### config.mk
export PLATFORM = sky130hd
export DESIGN_NAME = rbb_mean_out
export DESIGN_NICKNAME = d
export VERILOG_FILES = /design/src/rtl/core/rbb_pkg.sv /design/src/rtl/core/rbb_mean_out.sv
export SDC_FILE = /design/constraint.sdc
export NUM_CORES = 1
export LEC_CHECK = 0
export BUFFER_PORTS_ARGS = -buffer_cell sky130_fd_sc_hd__buf_2
export CORE_ASPECT_RATIO = 1.75
export CORE_MARGIN = 3
export CORE_UTILIZATION = 58
export DETAILED_ROUTE_END_ITERATION = 10
export PLACE_DENSITY = 0.74
export SYNTH_ARGS = -nofsm -noshare
export SYNTH_HDL_FRONTEND = slang
export SYNTH_SLANG_ARGS = --single-unit
### constraint.sdc
create_clock -name clock -period 6.97 [get_ports clock]
set_clock_uncertainty 0.2 [all_clocks]
set_input_delay 0.3485 -clock clock [delete_from_list [all_inputs] [get_ports clock]]
set_output_delay 0.3485 -clock clock [all_outputs]
set_load 0.05 [all_outputs]
### src/rtl/core/rbb_pkg.sv
package rbb_pkg;

   localparam int MAX_WIDTH  = 1024;
   localparam int MAX_HEIGHT = 4096;

   localparam int COL_W      = $clog2(MAX_WIDTH);
   localparam int FW_W       = 11;
   localparam int FH_W       = 13;
   localparam int IN_ROW_W   = 13;
   localparam int OUT_ROW_W  = 12;

   localparam int CH_W       = 8;
   localparam int PIX_W      = 3 * CH_W;
   localparam int SUM_W      = 12;

   localparam int CSR_IDX_W  = 2;
   localparam int CSR_DATA_W = 16;

   localparam logic [CSR_IDX_W-1:0] CSR_FRAME_WIDTH  = CSR_IDX_W'(0);
   localparam logic [CSR_IDX_W-1:0] CSR_FRAME_HEIGHT = CSR_IDX_W'(1);

   localparam logic [FW_W-1:0] FRAME_WIDTH_RESET  = FW_W'(640);
   localparam logic [FH_W-1:0] FRAME_HEIGHT_RESET = FH_W'(480);

   localparam int FIFO_DEPTH = 4;
   localparam int FIFO_PTR_W = $clog2(FIFO_DEPTH);
   localparam int FIFO_CNT_W = FIFO_PTR_W + 1;

   // floor(s / 9) = (s * 3641) >> 15 for s <= 2295
   localparam int PROD_W     = 2 * SUM_W;
   localparam logic [SUM_W-1:0] DIV9_MUL = SUM_W'(3641);
   localparam int DIV9_SHIFT = 15;

   typedef logic [PIX_W-1:0] pixel_type;

   // [0] top row, [1] middle row, [2] bottom row
   typedef logic [2:0][PIX_W-1:0] column_type;

   typedef struct packed {
      pixel_type upper;
      pixel_type middle;
   } line_entry_type;

   typedef struct packed {
      logic [COL_W-1:0] addr;
      pixel_type        pix;
      logic             top_sel;
      logic             mid_sel;
      logic             emit;
      logic             fend;
      logic             first_col;
      logic             add_left;
      logic             wide;
   } s1_type;

   typedef struct packed {
      logic [2:0][SUM_W-1:0] sum;
      logic                  fend;
   } s2_type;

   typedef struct packed {
      logic [2:0][CH_W-1:0] mean;
      logic                 fend;
   } rsp_item_type;

endpackage

### src/rtl/core/rbb_mean_out.sv
module rbb_mean_out (
   input  logic                            clock,
   input  logic                            reset,
   input  logic                            s2_valid,
   input  rbb_pkg::s2_type                 s2,
   input  logic                            rsp_tready,
   output logic                            rsp_tvalid,
   output logic [rbb_pkg::PIX_W-1:0]       rsp_tdata,
   output logic                            rsp_tlast,
   output logic [rbb_pkg::FIFO_CNT_W-1:0]  fill
);

   rbb_pkg::rsp_item_type           fifo_ff [rbb_pkg::FIFO_DEPTH];
   logic [rbb_pkg::FIFO_PTR_W-1:0]  wr_ptr_ff, wr_ptr_in;
   logic [rbb_pkg::FIFO_PTR_W-1:0]  rd_ptr_ff, rd_ptr_in;
   logic [rbb_pkg::FIFO_CNT_W-1:0]  count_ff, count_in;
   logic [rbb_pkg::PROD_W-1:0]      prod;
   rbb_pkg::rsp_item_type           push_item;
   logic                            pop;

   always_comb begin
      prod = '0;
      for (int ch = 0; ch < 3; ch++) begin
         prod = rbb_pkg::PROD_W'(s2.sum[ch]) * rbb_pkg::PROD_W'(rbb_pkg::DIV9_MUL);
         push_item.mean[ch] = prod[rbb_pkg::DIV9_SHIFT +: rbb_pkg::CH_W];
      end
      push_item.fend = s2.fend;

      pop       = rsp_tvalid && rsp_tready;
      wr_ptr_in = s2_valid ? wr_ptr_ff + rbb_pkg::FIFO_PTR_W'(1) : wr_ptr_ff;
      rd_ptr_in = pop ? rd_ptr_ff + rbb_pkg::FIFO_PTR_W'(1) : rd_ptr_ff;
      count_in  = count_ff + rbb_pkg::FIFO_CNT_W'(s2_valid) - rbb_pkg::FIFO_CNT_W'(pop);
   end

   always_ff @(posedge clock) begin
      if (s2_valid) begin
         fifo_ff[wr_ptr_ff] <= push_item;
      end
   end

   always_ff @(posedge clock) begin
      if (reset) begin
         wr_ptr_ff <= '0;
         rd_ptr_ff <= '0;
         count_ff  <= '0;
      end else begin
         wr_ptr_ff <= wr_ptr_in;
         rd_ptr_ff <= rd_ptr_in;
         count_ff  <= count_in;
      end
   end

   assign rsp_tvalid = (count_ff != '0);
   assign rsp_tdata  = fifo_ff[rd_ptr_ff].mean;
   assign rsp_tlast  = fifo_ff[rd_ptr_ff].fend;
   assign fill       = count_ff;

endmodule

=== After elaboration in Yosys (flattened, before gate mapping) ===
Memory sizes are Yosys's and may differ from the RTL's. A register that Yosys moved wholly into a read port is not among the register bits.
Cells that the tools add are included.

* Memories: 1
* Logic and storage cells: 17
* Input port bits: 41
* Flip-flop bits (word level): 7
* Output and inout bits: 29
* Bits in writable memories: 100

* Mux-type cells: 4
* Reductions and logical operators: 2
* Multiply operators: 3
* Add/subtract/negate cells: 4

{| class="wikitable"
|+ Memory list
! memory !! words !! bits a word !! read ports !! clocked after Yosys merged registers in !! wr ports !! line !! source
|-
| fifo_ff || 4 || 25 || 1 || 1 || 1 || rbb_mean_out.sv:13 || <nowiki>rbb_pkg::rsp_item_type fifo_ff [rbb_pkg::FIFO_DEPTH];</nowiki>
|}

{| class="wikitable"
|+ Operator list
! operator !! number
|-
| multiplier 12 x 12 -> 23 bit (second input constant) || 3
|-
| adder 2 x 1 -> 2 bit (second input constant) || 2
|-
| two-way mux 2 bit || 2
|-
| adder 3 x 1 -> 3 bit || 1
|-
| nonzero test 3 bit || 1
|-
| subtractor 3 x 1 -> 3 bit || 1
|-
| two-way mux 1 bit || 2
|-
| logical AND 1 bit || 1
|}

=== Logic depth before layout (Yosys ltp) ===
* Depth after elaboration: 4
* Gate-level depth with buffers: 18
* Gate-level depth less buffers: 18

=== Worst setup path before layout ===
No wires, ideal clock.

* Path type: input port to flip-flop
* Start: in s2[8] in the netlist's numbering
* End: mem fifo_ff[0][8] in the netlist's numbering (data pin)
* Setup slack: 1.935 ns
* Buffers on the path: 0
* Library setup time: 0.272 ns
* Data required time: 6.498 ns
* Cell stages on the path: 18
* Data arrival time: 4.563 ns
* Cells stage by stage: inv_1 > fa_1 > inv_1 > ha_1 > inv_1 > fa_1 > inv_1 > fa_1 > inv_1 > fa_1 > inv_1 > ha_1 > a21o_1 > a221oi_1 > o211ai_1 > o21ai_0 > mux2_2 > o311ai_0

{| class="wikitable"
|+ RTL lines
! item !! line !! source
|-
| from (decl) || rbb_mean_out.sv:5 || <nowiki>input rbb_pkg::s2_type s2,</nowiki>
|-
| to (decl) || rbb_mean_out.sv:13 ||
|}

==> qor_table.md <==
| Group | Parameter | Value |
| --- | --- | --- |
| outcome | Status | finished clean |
| synthesis | Sequential area share after synthesis | 31.4% |
| drt | Met1 routed wirelength after detailed routing | 6320 microns |
| global routing | Total gr overflow | 0 |
| clock network | Clock latency on the worst-skew pair | 340 ps |
| sta | Summed negative setup slack over all endpoints | 0 ps |
| synthesis | Leading post-synthesis cells by instance count | ha_1 (205), inv_1 (203), edfxtp_1 (100) |
| clock network | Number of buffers on the longest clock path | 2 |
| min path | Hold Path Origin | s2[0] |
| synthesis | Synth warnings | 0 |
| floorplan | Floorplan Core Area | 0.0170 sq mm |
| placement | Routability congestion estimate from global placement | 0.917 |
| clock network | TritonCTS buffer count | 9 |
| global routing | Initial antenna violation count | 0 |
| clock network | Number of hold buffers added after CTS | 0 |
| clock network | Setup Fix Bufs, Post-CTS | 0 |
| synthesis | Number of enable-type register cells in the synthesized netlist | 100 |
| drt | Met2 layer wire length in the routed design | 11100 microns |
| drt | Via count | 6160 |
| synthesis | Main flop type after synthesis | edfxtp_1 |
| setup path | Critical R2R Capture | fill[2] |
| min path | WHS Path Cells | 1 |
| setup path | Startpoint of the worst-slack reg-to-reg timing path | fill[1] |
| setup path | Worst EP arrival | 5060 ps |
| floorplan | Floorplan die area | 0.0192 sq mm |
| floorplan | Starting utilization of the core area | 59.5% |
| clock network | Number of clock sinks | 109 |
| clock network | Depth of the CTS H-tree | 3 |
| clock network | Clock slew seen by the registers of the worst setup and hold paths | 70 ps |
| global routing | Wire length of the first global-routing pass | 31300 microns |
| sta | Max-slew headroom at the worst pin | 39.7% |
| job | Max-cap violations | 0 |
| synthesis | Post-Synthesis Net Count | 1165 |
| global routing | Global routing usage summed across all routing layers | 20.7% |
| setup path | WP data required | 6820 ps |
| sta | Setup repair after global routing missed its margin | no |
| sta | Achievable Freq | 192 MHz |
| synthesis | Mapped Area | 0.0101 sq mm |
| drt | Vias per Instance | 5.40 |
| drt | Antenna-violating nets left | 0 |
| sta | Final min period | 5210 ps |
| drt | Aggregate routed wire length | 18300 microns |
| setup path | Endpoint kind of the worst setup timing path | flop |
| global routing | Pin count of the biggest net entering global routing | 26 |
| clock network | CTS tree | yes |
| drt | DRC violation count after routing | 0 |
| drt | Detailed-router iteration count before antenna repair | 4 |
| setup path | Worst-path maximum fanout | 4 |
| final layout | Post-layout nets | 1242 |
| drt | Violation count after the first detailed-routing iteration | 288 |
| final layout | Area growth, synth to finish | 9.24% |
| min path | Worst hold path endpoint | fifo_ff[2][0] |
| sta | Transition time at the pin with the least slew margin | 904 ps |
| final layout | Layout cell share with drive strength beyond 1 | 13.3% |
| sta | Count of endpoints failing setup in the final report | 0 |
| floorplan | Die X | 106 microns |
| global routing | Number of global-route vias before repair | 6703 |
| drt | Highest routed metal layer | met4 |
| floorplan | Number of rows in the core area | 63 |
| synthesis | Most instantiated library cell after synthesis | ha_1 |
| setup path | Critical path class | primary input to flop |
| synthesis | Mean Syn Cell Area | 12.2 sq um |
| synthesis | Top cells by area in the synthesized netlist | edfxtp_1 (30%), ha_1 (25%), fa_1 (17%), inv_1 (7.5%), mux4_2 (5.6%) |
| sta | Final-report hold violation count | 0 |
| synthesis | Ys async rst share | 0% |
| synthesis | Post-synth top area cell | edfxtp_1 |
| clock network | CTS-repair resized insts | 0 |
| floorplan | Chip Height | 181 microns |
| sta | Final critical-path share of the clock period | 74.8% |
| clock network | Cell at the root of the clock tree | clkbuf_16 |
| synthesis | Synthesized instance count | 831 |
| setup path | Cells on worst reg2reg path | 10 |
| drt | Length of routed met3 wiring | 421 microns |
| min path | Class of the most critical hold timing path | primary input to flop |
| synthesis | Number of distinct standard cells referenced by the synthesized netlist | 48 |
| power | Total leakage power | 5.40 nW |
| final layout | Utilization after layout | 65.0% |
| placement | Detail Placement HPWL | 15700 microns |
| synthesis | Post-synth top area share | 29.6% |
| setup path | Setup slack of the most critical reg-to-reg path | 4530 ps |
| floorplan | I/O pins | 70 |
| placement | Total of buffers placed on input and output ports | 69 |
| drt | Wire per inst | 16.1 microns |
| setup path | Category of the worst setup path launch point | primary input |
| synthesis | Flip-flop and latch count after synthesis | 109 |
| final layout | Final antenna diode count | 0 |
| power | Worst voltage drop across the vdd grid | 0.000197 V |
| sta | Final Slew Violations | 0 |
| power | Total power density per cell area | 441 mW/mm^2 |
## critical path: stages
cell	delay, ps
buf_2	110
inv_1	100
fa_1	540
inv_1	40
ha_1	280
inv_1	60
fa_1	540
inv_1	50
fa_1	500
inv_1	60
fa_1	530
inv_1	40
ha_1	330
a21o_1	180
a221oi_1	370
o211ai_1	150
o21ai_0	260
mux2_2	370
o311ai_0	190
## flip-flops by register name, indices dropped and copies added, names as in the netlist, named ones only
register   flops
fill           3
rd_ptr_ff      2
fifo_ff      100
wr_ptr_ff      2
## stage by stage
step                      hold slack [ps]  setup WS (ps)  total power [W]  cells  instance area [sq um]
after floorplan                       247           1940          0.00368    831                  10100
after global placement                299           1520          0.00435   1124                  10800
after detailed placement              313           1410          0.00442   1124                  10800
after CTS                            7.39           1770          0.00493   1140                  11100
after global routing                 18.0           1410          0.00536   1140                  11100
final                                17.7           1760          0.00488   1140                  11100
## worst max path at each step
stage           from            end  slack [ps]
2_1_floorplan  s2[8]  fifo_ff[0][8]        1940
5_1_grt        s2[8]  fifo_ff[1][8]        1410
3_5_place_dp   s2[8]  fifo_ff[2][8]        1410
4_1_cts        s2[8]  fifo_ff[3][8]        1770
3_3_place_gp   s2[8]  fifo_ff[2][8]        1520
6_report       s2[8]  fifo_ff[1][8]        1760
## cells by family after synthesis
kind of cell               synth area share [%]
AOI/OAI and AO/OA                          4.99
xor gates and xnor gates                   3.72
adders and majority gates                  42.7
buffers and inverters                      7.84
DFF                                        31.4
muxes                                      5.77
and+or+nand+nor                            3.57
## per-layer routing
| metal | track usage, % | vias up |
|---|---|---|
| met1 | 21.4 | 3028 |
| li1 | - | 2983 |
| met3 | 1.68 | 32 |
| met5 | 0 | - |
| met4 | 7.42 | 0 |
| met2 | 42.1 | 117 |
## final cells by class
class / count / area [sq um]
sequential: 109 / 3180
timing repair buffer: 74 / 383
fill: 1365 / 5960
clock buffer: 11 / 264
tap: 227 / 284
inverter: 203 / 762
multi-input combinational: 511 / 6150
clock inverter: 5 / 36.3
## placed cells by master (no fill, tap or decap), drive strengths merged, types with 4 or more instances in the layout
master	synthesis	final
inv	203	207
ha	205	205
edfxtp	100	100
fa	88	88
buf	3	74
xnor2	28	28
nor2	25	25
mux4	25	25
a21oi	18	18
o21ai	16	16
xor2	15	15
nand2	13	13
clkbuf	5	11
dfxtp	9	9
nand4	8	8
a21o	8	8
a211oi	7	7
nand3	6	6
and3	6	6
and2	5	5
nor3	4	4
o31ai	4	4
## power by group
part	internal (W)	total (W)	switching (W)
Combinational	0.00119	0.00312	0.00194
Clock	0.000276	0.000490	0.000214
Sequential	0.00119	0.00127	0.0000726
Total	0.00266	0.00488	0.00222
Power figures use the tool's default switching activity.
