File: config.mk
export PLATFORM = sky130hd
export DESIGN_NAME = rbb_window
export DESIGN_NICKNAME = d
export VERILOG_FILES = /design/src/rtl/core/rbb_pkg.sv /design/src/rtl/core/rbb_window.sv
export SDC_FILE = /design/constraint.sdc
export NUM_CORES = 1
export LEC_CHECK = 0
export BUFFER_PORTS_ARGS = -buffer_cell sky130_fd_sc_hd__buf_2
export CAP_MARGIN = 5
export CORE_MARGIN = 2
export CORE_UTILIZATION = 64
export CTS_CLUSTER_SIZE = 16
export DETAILED_ROUTE_END_ITERATION = 10
export HOLD_SLACK_MARGIN = 0.08
export MAX_ROUTING_LAYER = met4
export PLACE_DENSITY_LB_ADDON = 0.05
export SLEW_MARGIN = 40
export SYNTH_ARGS = -nofsm -noshare
export SYNTH_HDL_FRONTEND = slang
export SYNTH_SLANG_ARGS = --single-unit
File: constraint.sdc
create_clock -name clock -period 10.1 [get_ports clock]
set_input_delay 0.505 -clock clock [delete_from_list [all_inputs] [get_ports clock]]
set_output_delay 0.505 -clock clock [all_outputs]
set_load 0.005 [all_outputs]
File: src/rtl/core/rbb_pkg.sv
package rbb_pkg;

   localparam int MAX_WIDTH  = 1024;
   localparam int MAX_HEIGHT = 4096;

   localparam int COL_W      = $clog2(MAX_WIDTH);
   localparam int FW_W       = 11;
   localparam int FH_W       = 13;
   localparam int IN_ROW_W   = 13;
   localparam int OUT_ROW_W  = 12;

   localparam int CH_W       = 8;
   localparam int PIX_W      = 3 * CH_W;
   localparam int SUM_W      = 12;

   localparam int CSR_IDX_W  = 2;
   localparam int CSR_DATA_W = 16;

   localparam logic [CSR_IDX_W-1:0] CSR_FRAME_WIDTH  = CSR_IDX_W'(0);
   localparam logic [CSR_IDX_W-1:0] CSR_FRAME_HEIGHT = CSR_IDX_W'(1);

   localparam logic [FW_W-1:0] FRAME_WIDTH_RESET  = FW_W'(640);
   localparam logic [FH_W-1:0] FRAME_HEIGHT_RESET = FH_W'(480);

   localparam int FIFO_DEPTH = 4;
   localparam int FIFO_PTR_W = $clog2(FIFO_DEPTH);
   localparam int FIFO_CNT_W = FIFO_PTR_W + 1;

   // floor(s / 9) = (s * 3641) >> 15 for s <= 2295
   localparam int PROD_W     = 2 * SUM_W;
   localparam logic [SUM_W-1:0] DIV9_MUL = SUM_W'(3641);
   localparam int DIV9_SHIFT = 15;

   typedef logic [PIX_W-1:0] pixel_type;

   // [0] top row, [1] middle row, [2] bottom row
   typedef logic [2:0][PIX_W-1:0] column_type;

   typedef struct packed {
      pixel_type upper;
      pixel_type middle;
   } line_entry_type;

   typedef struct packed {
      logic [COL_W-1:0] addr;
      pixel_type        pix;
      logic             top_sel;
      logic             mid_sel;
      logic             emit;
      logic             fend;
      logic             first_col;
      logic             add_left;
      logic             wide;
   } s1_type;

   typedef struct packed {
      logic [2:0][SUM_W-1:0] sum;
      logic                  fend;
   } s2_type;

   typedef struct packed {
      logic [2:0][CH_W-1:0] mean;
      logic                 fend;
   } rsp_item_type;

endpackage

File: src/rtl/core/rbb_window.sv
module rbb_window (
   input  logic                        clock,
   input  logic                        reset,
   input  logic                        restart,
   input  logic                        s1_valid,
   input  rbb_pkg::s1_type             s1,
   input  rbb_pkg::line_entry_type     rd_entry,
   output logic                        wr_en,
   output logic [rbb_pkg::COL_W-1:0]   wr_addr,
   output rbb_pkg::line_entry_type     wr_entry,
   output logic                        s2_valid,
   output rbb_pkg::s2_type             s2
);

   rbb_pkg::column_type win_ff [3];
   rbb_pkg::column_type win_in [3];
   rbb_pkg::column_type new_col;
   logic                s2_valid_ff, s2_valid_in;
   rbb_pkg::s2_type     s2_ff, s2_in;
   logic [rbb_pkg::SUM_W-1:0] cs1, cs2, csn;

   function automatic logic [rbb_pkg::SUM_W-1:0] col_sum(rbb_pkg::column_type col, int ch);
      logic [rbb_pkg::SUM_W-1:0] acc;
      acc = '0;
      for (int r = 0; r < 3; r++) begin
         acc = acc + rbb_pkg::SUM_W'(col[r][ch*rbb_pkg::CH_W +: rbb_pkg::CH_W]);
      end
      return acc;
   endfunction

   always_comb begin
      new_col[0] = s1.top_sel ? rd_entry.upper : '0;
      new_col[1] = s1.mid_sel ? rd_entry.middle : '0;
      new_col[2] = s1.pix;

      cs1 = '0;
      cs2 = '0;
      csn = '0;
      for (int ch = 0; ch < 3; ch++) begin
         cs1 = col_sum(win_ff[1], ch);
         cs2 = col_sum(win_ff[2], ch);
         csn = col_sum(new_col, ch);
         // row end: window before the shift, right column outside the frame
         if (s1.first_col) begin
            s2_in.sum[ch] = (s1.wide ? cs1 : '0) + cs2;
         end else begin
            s2_in.sum[ch] = (s1.add_left ? cs1 : '0) + cs2 + csn;
         end
      end
      s2_in.fend  = s1.fend;
      s2_valid_in = s1_valid && s1.emit;

      win_in = win_ff;
      if (restart || (s1_valid && s1.fend)) begin
         for (int c = 0; c < 3; c++) begin
            win_in[c] = '0;
         end
      end else if (s1_valid) begin
         win_in[0] = win_ff[1];
         win_in[1] = win_ff[2];
         win_in[2] = new_col;
      end

      wr_en           = s1_valid;
      wr_addr         = s1.addr;
      wr_entry.upper  = rd_entry.middle;
      wr_entry.middle = s1.pix;
   end

   always_ff @(posedge clock) begin
      if (reset) begin
         for (int c = 0; c < 3; c++) begin
            win_ff[c] <= '0;
         end
         s2_valid_ff <= 1'b0;
      end else begin
         win_ff      <= win_in;
         s2_valid_ff <= s2_valid_in;
      end
   end

   always_ff @(posedge clock) begin
      s2_ff <= s2_in;
   end

   assign s2_valid = s2_valid_ff;
   assign s2       = s2_ff;

endmodule

# Word level (Yosys, flattened, before mapping)
# Cells that the tools add are included.
dict set report totals {
  ff_bits 182
  word_cells 53
  inputBits 93
}
dict set report classes {
  mux 11
  n_reduce_logical 4
  n_addsub 27
}
# cell count
set op_table {}
lappend op_table {{$add 9x8->10} 9}
lappend op_table {{$add 8x8->9} 9}
lappend op_table {{$add 10x10->11} 6}
lappend op_table {{$mux 10} 6}
lappend op_table {{$mux 24} 2}
lappend op_table {{$add 11x10->12} 3}
lappend op_table {{$mux 12} 3}
lappend op_table {{$logic_and 1x1->1} 2}
lappend op_table {{$reduce_or 2->1} 1}
lappend op_table {{$logic_or 1x1->1} 1}

# Logic depth before layout (Yosys ltp)
dict set report logic_depth {
  depth_word 6
  mapped_depth 22
  depth_no_buf 22
}

# Least setup slack after synthesis
# Ideal clock, no wire load.
dict set report synth_path {
  path_kind {flip-flop to flip-flop}
  from {register win_ff[9] (netlist name)}
  to {register s2_ff (netlist bit s2[24])}
  path_buffers 0
  path_stages_with_launch 22
  t_arrival_ns 4.664
  t_required_ns 9.979
  path_slack_ns 5.315
  cell_sequence {dfxtp_1 > inv_1 > fa_1 > inv_1 > ha_1 > fa_1 > a21o_1 > a21oi_1 > nor2b_1 > o21ai_0 > nand2b_1 > xor2_1 > fa_1 > inv_1 > fa_1 > inv_1 > ha_1 > o21a_1 > o31ai_1 > a21oi_1 > a31oi_1 > mux2_2}
}
dict set report synth_between {
  elab_chain_len 5
}
# element line_no
set synth_rtl {}
lappend synth_rtl {{start, declared} rbb_window.sv:15} ;# rbb_pkg::column_type win_ff [3];
lappend synth_rtl {{start signal, assigned} rbb_window.sv:77} ;# win_ff <= win_in;
lappend synth_rtl {{$add 8x8->9} rbb_window.sv:26} ;# acc = acc + rbb_pkg::SUM_W'(col[r][ch*rbb_pkg::CH_W +: rbb_pkg::CH_W]);
lappend synth_rtl {{$add 9x8->10} rbb_window.sv:26}
lappend synth_rtl {{$add 10x10->11} rbb_window.sv:47} ;# s2_in.sum[ch] = (s1.add_left ? cs1 : '0) + cs2 + csn;
lappend synth_rtl {{$add 11x10->12} rbb_window.sv:47}
lappend synth_rtl {{$mux 12} rbb_window.sv:44} ;# if (s1.first_col) begin
lappend synth_rtl {{end signal, assigned} rbb_window.sv:83} ;# s2_ff <= s2_in;
lappend synth_rtl {{end, declared} rbb_window.sv:19} ;# rbb_pkg::s2_type s2_ff, s2_in;
# No other way between the ends.
# A chain may end at the register's enable or synchronous reset.

# Final worst setup path
dict set report layout_path {
  from {register win_ff[1] (netlist name)}
  to {register s2_ff (netlist bit s2[12])}
}
# The elaborated chain is that of the path after synthesis.

==> results.txt <==
- Run status: complete, no violations
* Worst-path maximum fanout: 4
- Path category of the worst min-delay check: in2reg
- Wires add up to ~31000 um.
- For the worst setup path, the data arrival time is 5.49 ns.
- The floorplan has 55 rows.
* Crit path launch type: flip-flop
- The region available for standard cell placement spans 0.02257 mm2.
- Remaining DRCs: 0
- The first detailed-routing pass took 5 iterations.
* Count of final hold-check violations: 0
- Number of pins exceeding their max-slew limit in the final report: 0
- The tree built by TritonCTS fans out to around 180 sinks.
* First DRT Iteration DRCs: between 400 and 500
- In this run the power density over the cells is between 100 and 150 mW/mm2.
- The worst path needs about 5.2 ns of the cycle, external delays included.
- Total half-perimeter wirelength after legalization and detailed placement: about 24000 um
- Detailed-route via count: between 10000 and 15000
* Most area-consuming cells after synthesis: sky130_fd_sc_hd__dfxtp_1 (25%), sky130_fd_sc_hd__fa_1 (17%), sky130_fd_sc_hd__ha_1 (11%), sky130_fd_sc_hd__mux2i_1 (9.7%), sky130_fd_sc_hd__nor2_1 (5.0%)
* Share of the synthesized area in the top cell type: between 20 and 25%
* Number of global-route vias before repair: roughly 11000
- Highest cell delay on the worst timing path: roughly 0.55 ns
- Placed Instances: 1935
- Layout fillers: ~1800
* Max Clk Rate: roughly 190 MHz
- Setup violations remaining at the end of the flow were counted as 0.
- Walking the worst path, the cells encountered are inv_1, fa_1, inv_1, ha_1, fa_1, a21o_1, a21oi_4, and2b_2, o21ai_0, nand2b_1, xor2_1, fa_1, inv_1, fa_1, inv_1, ha_1, nor4b_1, o31ai_1, xnor2_1, nor2_1.
- CTS built an H-tree with a depth of 4.
- Entering global routing, the biggest net connects 88 pins.
- After detailed routing, the number of vias per cell comes to roughly 5.5.
* Clock Skew: around 0.011 ns
- The area growth from synthesis to layout is 8.054%.
* Category of the worst setup path capture point: flip-flop
* Buffers on Ports: 169
- Y dimension of the die: roughly 160 um
* Slowest cell on crit path: sky130_fd_sc_hd__fa_1
- The critical path contains buffers and inverters numbering 4 combined.
- Net count of the mapped netlist: roughly 1900
- The average instance in the mapped netlist occupies between 9 and 10 um2.
- Number of nets in the finished design: approximately 2000
- Summing every instance area after synthesis gives roughly 0.015 mm2.
- The kind of cell with the highest combined delay along the critical path is adder cells.
* Relative slew slack: around 46%
- DIE AREA: between 0.02 and 0.025 mm2
* Synthesis-stage register bit count: 182
* Post-detailed-route wirelength per cell: approximately 16 um
- Number of maximum-capacitance constraint violations: 0
- At the worst endpoint, the required time is 10.40 ns.
- Antenna violations before repair: 0
- For this run, the number of standard cells in the final layout without fillers is 1968.
* Top flip-flop cell by instance count after synthesis: sky130_fd_sc_hd__dfxtp_1
- Cells with a size suffix above 1 make up a little over an eighth of the layout.
- CTS tree: yes
- Reg clk slew, reported paths: approximately 0.080 ns
- The largest total area in the synthesized netlist belongs to sky130_fd_sc_hd__dfxtp_1.
- Counting flops with a built-in enable in the synthesized netlist gives 0.
* Most used cells in the layout excluding fill and tap cells: sky130_fd_sc_hd__nor2_1 (195), sky130_fd_sc_hd__dfxtp_1 (182), sky130_fd_sc_hd__buf_2 (167)
- Wire length of the first global-routing pass: between 50000 and 60000 um
* Maximum clock insertion buffer count: 2
- The detail route stage leaves a number of antenna-violating nets equal to 0.
* Syn Inst Count: between 1500 and 2000
- The number of clock buffers added by TritonCTS is 17.
- Number of antenna diodes: 0
- Of the synthesized area, sequential elements account for 24.77%.
- In this run, post-CTS repair resized a total of 0 instances.
* Library cells used by synthesis: 67
- The tree is rooted in a sky130_fd_sc_hd__clkbuf_16.
- The floorplan step set the die width to approximately 160 um.
* Total Negative Setup Slacks: 0 ns
* Reported leakage power: about 7.9 nW
* Number of primary I/O pins: 190
- Remaining global-route overflow: 0
* Share of synthesized flip-flops with an asynchronous set or reset: 0%
- Most common cell after layout, fill and taps aside: sky130_fd_sc_hd__nor2_1
- For the pin with the worst max-slew slack, the measured transition is 0.8103 ns.
* Initial core utilization: between 60% and 70%
- Post-CTS timing repair inserted 0 buffers for setup.
* Total routing usage reported by global routing: between 20 and 30%
- Maximum vdd ir drop: between 100 and 150 uV
- Gpl congestion: roughly 0.84
* Skew-Pair Late Insertion Delay: around 0.43 ns
* CTS Hold Bufs: 0
* Setup Crit Path Kind: reg2reg
* Unrepaired setup endpoints after global routing: no
* Share of the clock period used by the worst path: between 50% and 60%
- Yosys printed 0 warnings.
cells in the mapped netlist (3+ instances only):
library cell,count
sky130_fd_sc_hd__clkbuf_8,3
sky130_fd_sc_hd__a211o_1,3
sky130_fd_sc_hd__fa_1,123
sky130_fd_sc_hd__nand2_1,64
sky130_fd_sc_hd__xor2_1,24
sky130_fd_sc_hd__o21bai_1,14
sky130_fd_sc_hd__clkbuf_1,42
sky130_fd_sc_hd__nand3b_1,4
sky130_fd_sc_hd__inv_1,165
sky130_fd_sc_hd__nand3_1,12
sky130_fd_sc_hd__mux2i_1,142
sky130_fd_sc_hd__buf_4,59
sky130_fd_sc_hd__mux2_2,4
sky130_fd_sc_hd__a31oi_1,5
sky130_fd_sc_hd__nand2b_1,26
sky130_fd_sc_hd__o21a_1,12
sky130_fd_sc_hd__a21oi_1,72
sky130_fd_sc_hd__or3_1,10
sky130_fd_sc_hd__ha_1,129
sky130_fd_sc_hd__a211oi_1,16
sky130_fd_sc_hd__o31ai_1,10
sky130_fd_sc_hd__dfxtp_1,182
sky130_fd_sc_hd__buf_1,5
sky130_fd_sc_hd__o22ai_1,3
sky130_fd_sc_hd__or2_2,3
sky130_fd_sc_hd__o21ai_0,40
sky130_fd_sc_hd__maj3_2,4
sky130_fd_sc_hd__maj3_1,5
sky130_fd_sc_hd__nor2b_1,21
sky130_fd_sc_hd__xnor2_1,44
sky130_fd_sc_hd__nor2_1,195
sky130_fd_sc_hd__and2_1,64
sky130_fd_sc_hd__nor3_1,9
sky130_fd_sc_hd__o221a_2,3
sky130_fd_sc_hd__a21o_1,24
sky130_fd_sc_hd__nand4_1,5
sequential cells by signal, summed over array words and instances, names as in the netlist:
register	count
s2	37
s2_valid	1
win_ff	144
routing by layer:
layer	track usage [%]	wire length [um]	up-vias
li1	-	-	5367
met1	37.66	15260	5177
met2	44.31	14680	244
met3	3.083	1135	20
met4	4.980	195	0
met5	-	0	-
cell type report:
cell class                 count  area (um2)  share of cell area (%)
sequential                   182        3643                   22.92
timing repair buffer         175       925.9                   5.824
inverter                     165       619.3                   3.896
tap                          285       356.6                   2.243
multi-input combinational   1129        9787                   61.57
clock inverter                12       117.6                  0.7399
clock buffer                  20       446.7                   2.810
per-stage QoR:
step	power (mW)	instance area (um2)	worst slack, ns	util [%]	hold WS [ns]
6_report	1.922	15900	4.912	70.43	0.2049
5_1_grt	2.039	15900	4.461	70.43	0.1864
4_1_cts	1.935	15870	4.926	70.29	0.1914
3_5_place_dp	1.281	15300	4.950	67.79	0.4830
3_3_place_gp	1.268	15300	5.072	67.78	0.4743
2_1_floorplan	1.155	14710	5.315	-	0.4604
worst paths after layout:
path | cells after the start | startpoint | slack, ns | to
hold reg to reg | 2 | win_ff[111] | 0.50 | win_ff[111]
setup reg to reg | 20 | win_ff[1] | 4.91 | s2[12]
hold / removal | 1 | s1[3] | 0.20 | s2[0]
setup / recovery | 20 | win_ff[1] | 4.91 | s2[12]
power breakdown:
part	leakage (nW)	switching (mW)	internal (mW)
clock	0.264	0.303	0.350
combinational	6.19	0.276	0.225
sequential	1.48	0.0130	0.754
total	7.93	0.592	1.33
worst reg2reg max path, delay by kind of cell, from the launching register on:
| family | cells | cell delay (ns) |
|---|---|---|
| adders and majority gates | 6 | 2.49 |
| AOI/OAI and AO/OA | 4 | 0.72 |
| and+or+nand+nor | 4 | 0.96 |
| xor gates and xnor gates | 2 | 0.35 |
| DFF | 1 | 0.35 |
| buffers and inverters | 4 | 0.21 |
cells by family after synthesis:
kind of cell	count (synthesis)	synth area share [%]
AO/OA/AOI/OAI	226	10.14
XOR/XNOR	69	4.159
adder cells (fa/ha/maj)	261	28.36
buffers and inverters	276	8.768
flip-flops	182	24.77
multiplexers	147	10.07
AND/OR/NAND/NOR	426	13.74
(Power assumes the default switching activity.)
